==> src/sv/fsls_pkg.sv <==
// Shared types and constants for the frame slot lock selector.
package fsls_pkg;

  localparam int SLOT_CAP      = 8;
  localparam int SLOT_W        = 3;
  localparam int SEQ_W         = 64;
  localparam int ATTEMPTS_W    = 8;
  localparam int NUM_SLOTS_DEF = 4;

  typedef enum logic [1:0] {
    MODE_LATEST = 2'd0,
    MODE_OLDEST = 2'd1,
    MODE_SET    = 2'd2,
    MODE_UNLOCK = 2'd3
  } mode_t;

  // scan token walking the cell row
  typedef struct packed {
    logic              valid;
    mode_t             mode;
    logic              fail;
    logic              found;
    logic [SLOT_W-1:0] sel;
    logic [SLOT_W-1:0] pick;
    logic [SEQ_W-1:0]  seq;
  } token_t;

  // state update broadcast to all cells at the end of a scan
  typedef struct packed {
    logic              en;
    mode_t             mode;
    logic [SLOT_W-1:0] slot;
    logic [SEQ_W-1:0]  seq;
  } commit_t;

endpackage

==> src/sv/fsls_cell.sv <==
// One slot cell: lock bit, sequence, and one stage of the scan token.
module fsls_cell #(
  parameter int IDX = 0
) (
  input  logic             clk,
  input  logic             rst,
  input  logic             hold,
  input  fsls_pkg::token_t  tok_in,
  input  fsls_pkg::commit_t commit,
  output fsls_pkg::token_t  tok_out
);

  localparam logic [fsls_pkg::SLOT_W-1:0] MY_SLOT = fsls_pkg::SLOT_W'(IDX);

  logic                        lock;
  logic [fsls_pkg::SEQ_W-1:0]  seq;
  fsls_pkg::token_t            tok;
  fsls_pkg::token_t            tok_next;

  always_comb begin
    tok_next = tok_in;
    if (tok_in.valid && !tok_in.fail) begin
      case (tok_in.mode)
        fsls_pkg::MODE_LATEST: begin
          if (!lock && (seq != '0) && (!tok_in.found || (seq > tok_in.seq))) begin
            tok_next.found = 1'b1;
            tok_next.pick  = MY_SLOT;
            tok_next.seq   = seq;
          end
        end
        fsls_pkg::MODE_OLDEST: begin
          if (!lock && (!tok_in.found || (seq < tok_in.seq))) begin
            tok_next.found = 1'b1;
            tok_next.pick  = MY_SLOT;
            tok_next.seq   = seq;
          end
        end
        fsls_pkg::MODE_SET: begin
          if (tok_in.sel == MY_SLOT) begin
            tok_next.found = 1'b1;
            tok_next.pick  = MY_SLOT;
          end
        end
        fsls_pkg::MODE_UNLOCK: begin
          if (tok_in.sel == MY_SLOT) begin
            tok_next.found = 1'b1;
            tok_next.pick  = MY_SLOT;
            tok_next.seq   = seq;
          end
        end
        default: begin
          tok_next = tok_in;
        end
      endcase
    end
  end

  always_ff @(posedge clk) begin
    if (rst) begin
      tok.valid <= 1'b0;
    end else if (!hold) begin
      tok <= tok_next;
    end
  end

  always_ff @(posedge clk) begin
    if (rst) begin
      lock <= 1'b0;
      seq  <= '0;
    end else if (commit.en && (commit.slot == MY_SLOT)) begin
      case (commit.mode) inside
        fsls_pkg::MODE_LATEST, fsls_pkg::MODE_OLDEST: begin
          lock <= 1'b1;
        end
        fsls_pkg::MODE_SET: begin
          seq <= commit.seq;
        end
        default: begin
          lock <= 1'b0;
        end
      endcase
    end
  end

  assign tok_out = tok;

endmodule

==> src/sv/frame_slot_lock_selector.sv <==
// Frame slot lock selector: a row of slot cells scanned by a walking token.
// Each request enters the cell row as a token that moves one cell per clock unless the
// last cell holds a result that the stalled output cannot take; a new beat is taken
// only after the previous token has left the row. The chosen slot is locked, written
// or unlocked in the cycle the result is loaded into the output register, and the
// next beat may enter while that result waits.
// Failures return ok=0 with slot_out and sequence_out zero.
module frame_slot_lock_selector #(
  parameter int NUM_SLOTS = fsls_pkg::NUM_SLOTS_DEF
) (
  input  logic                             clk,
  input  logic                             rst,
  input  logic                             in_valid,
  output logic                             in_stall,
  input  logic [1:0]                       mode,
  input  logic [fsls_pkg::SLOT_W-1:0]      slot_sel,
  input  logic [fsls_pkg::SEQ_W-1:0]       new_sequence,
  input  logic [fsls_pkg::ATTEMPTS_W-1:0]  attempts,
  output logic                             out_valid,
  input  logic                             out_stall,
  output logic                             ok,
  output logic [fsls_pkg::SLOT_W-1:0]      slot_out,
  output logic [fsls_pkg::SEQ_W-1:0]       sequence_out
);

  localparam int N = (NUM_SLOTS > fsls_pkg::SLOT_CAP) ? fsls_pkg::SLOT_CAP : NUM_SLOTS;

  fsls_pkg::token_t  toks [N+1];
  fsls_pkg::token_t  last;
  fsls_pkg::commit_t commit;
  fsls_pkg::mode_t   in_mode;
  logic              busy;
  logic              in_acc;
  logic              fire;
  logic              hold;
  logic              res_ok;

  assign in_mode  = fsls_pkg::mode_t'(mode);
  assign in_stall = busy;
  assign in_acc   = in_valid && !busy;

  always_comb begin
    toks[0].valid = in_acc;
    toks[0].mode  = in_mode;
    toks[0].fail  = ((in_mode == fsls_pkg::MODE_LATEST) || (in_mode == fsls_pkg::MODE_OLDEST))
                    && (attempts == '0);
    toks[0].found = 1'b0;
    toks[0].sel   = slot_sel;
    toks[0].pick  = '0;
    toks[0].seq   = (in_mode == fsls_pkg::MODE_SET) ? new_sequence : '0;
  end

  assign last   = toks[N];
  assign fire   = last.valid && (!out_valid || !out_stall);
  assign hold   = last.valid && !fire;
  assign res_ok = last.found && !last.fail;

  always_comb begin
    commit.en   = fire && res_ok;
    commit.mode = last.mode;
    commit.slot = last.pick;
    commit.seq  = last.seq;
  end

  for (genvar g = 0; g < N; g++) begin : g_cell
    fsls_cell #(
      .IDX(g)
    ) u_cell (
      .clk    (clk),
      .rst    (rst),
      .hold   (hold),
      .tok_in (toks[g]),
      .commit (commit),
      .tok_out(toks[g+1])
    );
  end

  always_ff @(posedge clk) begin
    if (rst) begin
      busy <= 1'b0;
    end else if (in_acc) begin
      busy <= 1'b1;
    end else if (fire) begin
      busy <= 1'b0;
    end
  end

  always_ff @(posedge clk) begin
    if (rst) begin
      out_valid <= 1'b0;
    end else if (fire) begin
      out_valid <= 1'b1;
    end else if (!out_stall) begin
      out_valid <= 1'b0;
    end
  end

  always_ff @(posedge clk) begin
    if (fire) begin
      ok           <= res_ok;
      slot_out     <= res_ok ? last.pick : '0;
      sequence_out <= res_ok ? last.seq : '0;
    end
  end

endmodule

==> config.mk <==
export PLATFORM = sky130hd
export DESIGN_NAME = frame_slot_lock_selector
export DESIGN_NICKNAME = d
export VERILOG_FILES = /design/src/sv/fsls_pkg.sv /design/src/sv/fsls_cell.sv /design/src/sv/frame_slot_lock_selector.sv
export SDC_FILE = /design/constraint.sdc
export NUM_CORES = 2
export LEC_CHECK = 0
export ABC_AREA = 1
export BUFFER_PORTS_ARGS = -buffer_cell sky130_fd_sc_hd__buf_2
export CAP_MARGIN = 30
export CORE_ASPECT_RATIO = 0.8
export CORE_UTILIZATION = 41
export CTS_BUF_LIST = sky130_fd_sc_hd__clkbuf_8
export CTS_CLUSTER_DIAMETER = 50
export DETAILED_ROUTE_END_ITERATION = 7
export PLACE_DENSITY = 0.59
export RECOVER_POWER = 100
export SLEW_MARGIN = 20
export SYNTH_ARGS = -nofsm -noshare
export SYNTH_HDL_FRONTEND = slang
export SYNTH_SLANG_ARGS = --single-unit
==> constraint.sdc <==
create_clock -name clk -period 13.5 [get_ports clk]
set_input_delay 0.675 -clock clk [delete_from_list [all_inputs] [get_ports clk]]
set_output_delay 0.675 -clock clk [all_outputs]
set_load 0.1 [all_outputs]
==> summary.md <==
| Metric | Value |
|---|---|
| XOR/XNOR share of the synthesized area | `0%` |
| Total of max-cap violations | `29` |
| I/O Pins | `151` |
| Clk sinks | `619` |
| Ys flop type | `edfxtp_1` |
| Drc violations | `8` |
| Leakage power | `0.0199 uW` |
| Peak supply drop | `70.4 uV` |
| GR Overflow Total | `0` |
| Final WS setup | `5.77 ns` |
| RSZ-0062 raised after global routing | `false` |
| PwrDens | `104 nW/um^2` |
| 1st-iter DRT viols | `3,952` |
| Crit path max-delay cell type | `clkinvlp_2` |
| Worst-Skew Late Latency | `0.80 ns` |
| CTS Buf Count | `116` |
| Worst Max-Slew Pin Slew | `4.63 ns` |
| Critical path type | `reg -> reg` |
| Core Area | `99,000 um^2` |
| Largest family of logic cells by synthesized area | `simple AND/OR/NAND/NOR gates` |
| Mapped Avg Cell Area | `6.83 um^2` |
| GP Congestion | `0.876` |
| Yosys top cell area share | `25.8%` |
| Max H-tree Level | `3` |
| PostCTS Resize Cnt | `0` |
| Simple-Gate Fraction of Synth Area | `27.5%` |
| Clk_skew | `0.0416 ns` |
| Final period util | `57.3%` |
| Setup TNS Final | `0 ns` |
| Final min period | `7.73 ns` |
| DP HPWL | `87,000 um` |
| Worst-path clk slew | `0.06 ns` |
| Synth Area in Adders | `5.84%` |
| Hold Buf Count CTS | `0` |
| Mapped Cells | `6,020` |
| DRT antenna net count | `0` |
| Crit. End Element | `flip-flop` |
| Clock Path Buffers | `3` |
| Seq/Total Area, Yosys | `38.7%` |
| Reg area | `15,900 um^2` |
| WL final | `139,000 um` |
| Die width | `356 um` |
| Drt pass-1 iters | `8` |
| Post-Syn Area | `41,100 um^2` |
| Data required, critical path | `13.61 ns` |
| CTS tree | `done` |
| CP cell instances | `nand2_1 > inv_1 > nand2_1 > nand2_1 > clkinvlp_2 > clkbuf_1 > clkbuf_1` |
| Nets | `6,225` |
| Relative slew slack | `-210%` |
| Failing checks | `DRC, capacitance limit, slew limit` |
| Count of final setup violators | `0` |
| Outcome | `finished, violations left` |
| Initial Utilization | `41.5%` |
| Finished Cell Area | `44,700 um^2` |
| Setup bufs post-CTS | `0` |
| # fillers | `10,271` |
| Drt wl/cell | `18.9 um` |
| Synth Area in Compound Gates | `15.9%` |
| Vias/cell | `5.41` |
| Yosys warns | `0` |
| Worst slack, placed | `8.90 ns` |
| Unique masters post-synth | `35` |
| Final hold violations | `0` |
| Rows | `103` |
| Startpoint Class | `flip-flop` |
| Max-slew violations | `1,448` |
| Initial antenna violation count | `1` |
| Port Buffers | `149` |
| Post-synth EDFFs | `353` |
| Total track usage | `27.0%` |
| First-pass GRT wire length | `216,000 um` |
| Final Total Pwr | `4660 uW` |
| Delay-heaviest family, CP | `buffers and inverters` |
| WP data arrival | `7.84 ns` |
| Pin count of the biggest net entering global routing | `100` |
| Area Overhead vs Synth | `8.65%` |
| Synth area leaders | `edfxtp_1 26%, dfxtp_1 13%, nand2_1 9.9%, o21ai_0 8.9%, nor2_1 8.3%` |
| Async S/R FF share, synth | `0%` |
| CP peak stage delay | `3.42 ns` |
| Crit-path max FO | `95` |
| Vias in the first global route | `36,475` |
| Root Buffer | `clkbuf_8` |
| Buf/Inv on CP | `4` |
| FF+latch count, synth | `619` |
| Mux share of post-synthesis cell area | `0%` |
| Multi-input gate area | `20,400 um^2` |
| Layout cells sized above 1 | `5.60%` |
| Fmax | `129 MHz` |
| Vias | `39,835` |
| Leading area contributor after synthesis | `edfxtp_1` |
| Die Height | `285 um` |
| Syn_nets | `6,293` |
| Die area | `102,000 um^2` |
| CP most frequent cell | `nand2_1` |
| Hold crit path type | `in -> reg` |
| Placed inst area | `42,300 um^2` |
## Yosys cell counts (2+ instances only)
master and instances:
nand4_1 49, and3_1 2, edfxtp_1 353, nor3_2 2, nor4_1 47, a31oi_1 6
nand2_1 1080, buf_2 41, nand2_2 8, clkbuf_1 267, dfxtp_1 266, buf_1 31
a21oi_2 10, buf_6 43, a21o_1 3, o21bai_1 3, nand3_1 611, inv_1 797
nand3b_1 2, buf_4 12, nor3_1 9, o21ai_0 730, nor2_2 3, nor2_1 908
o21a_1 9, ha_1 192, a21oi_1 528
## placed cells by master, fill, tap and decap left out, drive strengths merged
cell type | synthesis | routed
ha | 192 | 192
nand4 | 49 | 49
a21oi | 538 | 538
nor3 | 11 | 11
diode | 0 | 1
nor2 | 911 | 911
and3 | 2 | 2
buf | 129 | 117
conb | 1 | 1
nand3b | 2 | 2
a31oi | 6 | 6
nor4 | 47 | 47
edfxtp | 353 | 353
a21o | 3 | 3
bufinv | 0 | 7
clkinv | 1 | 27
o21bai | 3 | 3
nand2 | 1088 | 1088
o2111ai | 1 | 1
clkinvlp | 0 | 5
inv | 798 | 836
dfxtp | 266 | 266
clkbuf | 267 | 237
nand3 | 611 | 611
o21a | 9 | 9
or3 | 1 | 1
nor3b | 1 | 1
o21ai | 730 | 730
## cell type report
cell class / count / area share, %
Clock buffer: 144 / 4.44
Timing Repair Buffer: 210 / 2.59
Tap cell: 1312 / 3.68
Inverter: 799 / 6.74
Sequential cell: 619 / 35.7
Antenna cell: 1 / 0.00560
Multi-Input combinational cell: 4206 / 45.6
Clock inverter: 76 / 1.24
## power breakdown
part           total, uW  switching, uW  internal [uW]
sequential          2160           85.7           2080
clock               2010            905           1100
combinational        490            347            143
## worst paths after layout
path | startpoint | to | slack [ns] | depth (start not counted)
max | out_valid$_SDFFE_PP0P_ | g_cell[1].u_cell.tok_out[55]$_DFFE_PP_ | 5.77 | 7
min | slot_sel[2] | g_cell[0].u_cell.tok_out[69]$_DFFE_PP_ | 0.09 | 1
max reg2reg | out_valid$_SDFFE_PP0P_ | g_cell[1].u_cell.tok_out[55]$_DFFE_PP_ | 5.77 | 7
min reg2reg | g_cell[2].u_cell.tok_out[71]$_DFFE_PP_ | g_cell[3].u_cell.tok_out[71]$_DFFE_PP_ | 0.45 | 0
## metrics by stage
step                      hold slack [ns]  instances  util [%]
after floorplan                     0.418       6020         -
final                              0.0866       7367      45.1
after global routing               0.0594       7367      45.1
after global placement              0.435       7136      42.6
after detailed placement            0.439       7140      42.7
after CTS                          0.0231       7360      45.3
## state kept, by name (all words and copies together), names as in the netlist
name	cells
ok	1
slot_out	2
g_cell.u_cell.seq	256
g_cell.u_cell.lock	4
in_stall	1
out_valid	1
sequence_out	64
g_cell.u_cell.tok_out	290
## cell families after synthesis
kind of cell	after synthesis
flip-flops	619
AND/OR/NAND/NOR	2723
adder cells (fa/ha/maj)	192
AO/OA/AOI/OAI	1290
buffers and inverters	1195
other	1
## per-layer routing
layer	vias up	global-route usage, %	wire length [um]
li1	19555	-	-
met1	18468	38.2	63400
met2	1582	41.6	60700
met3	230	4.46	11100
met4	0	9.21	4120
met5	-	0	0
Note: power is estimated with default switching activity, not from simulation.
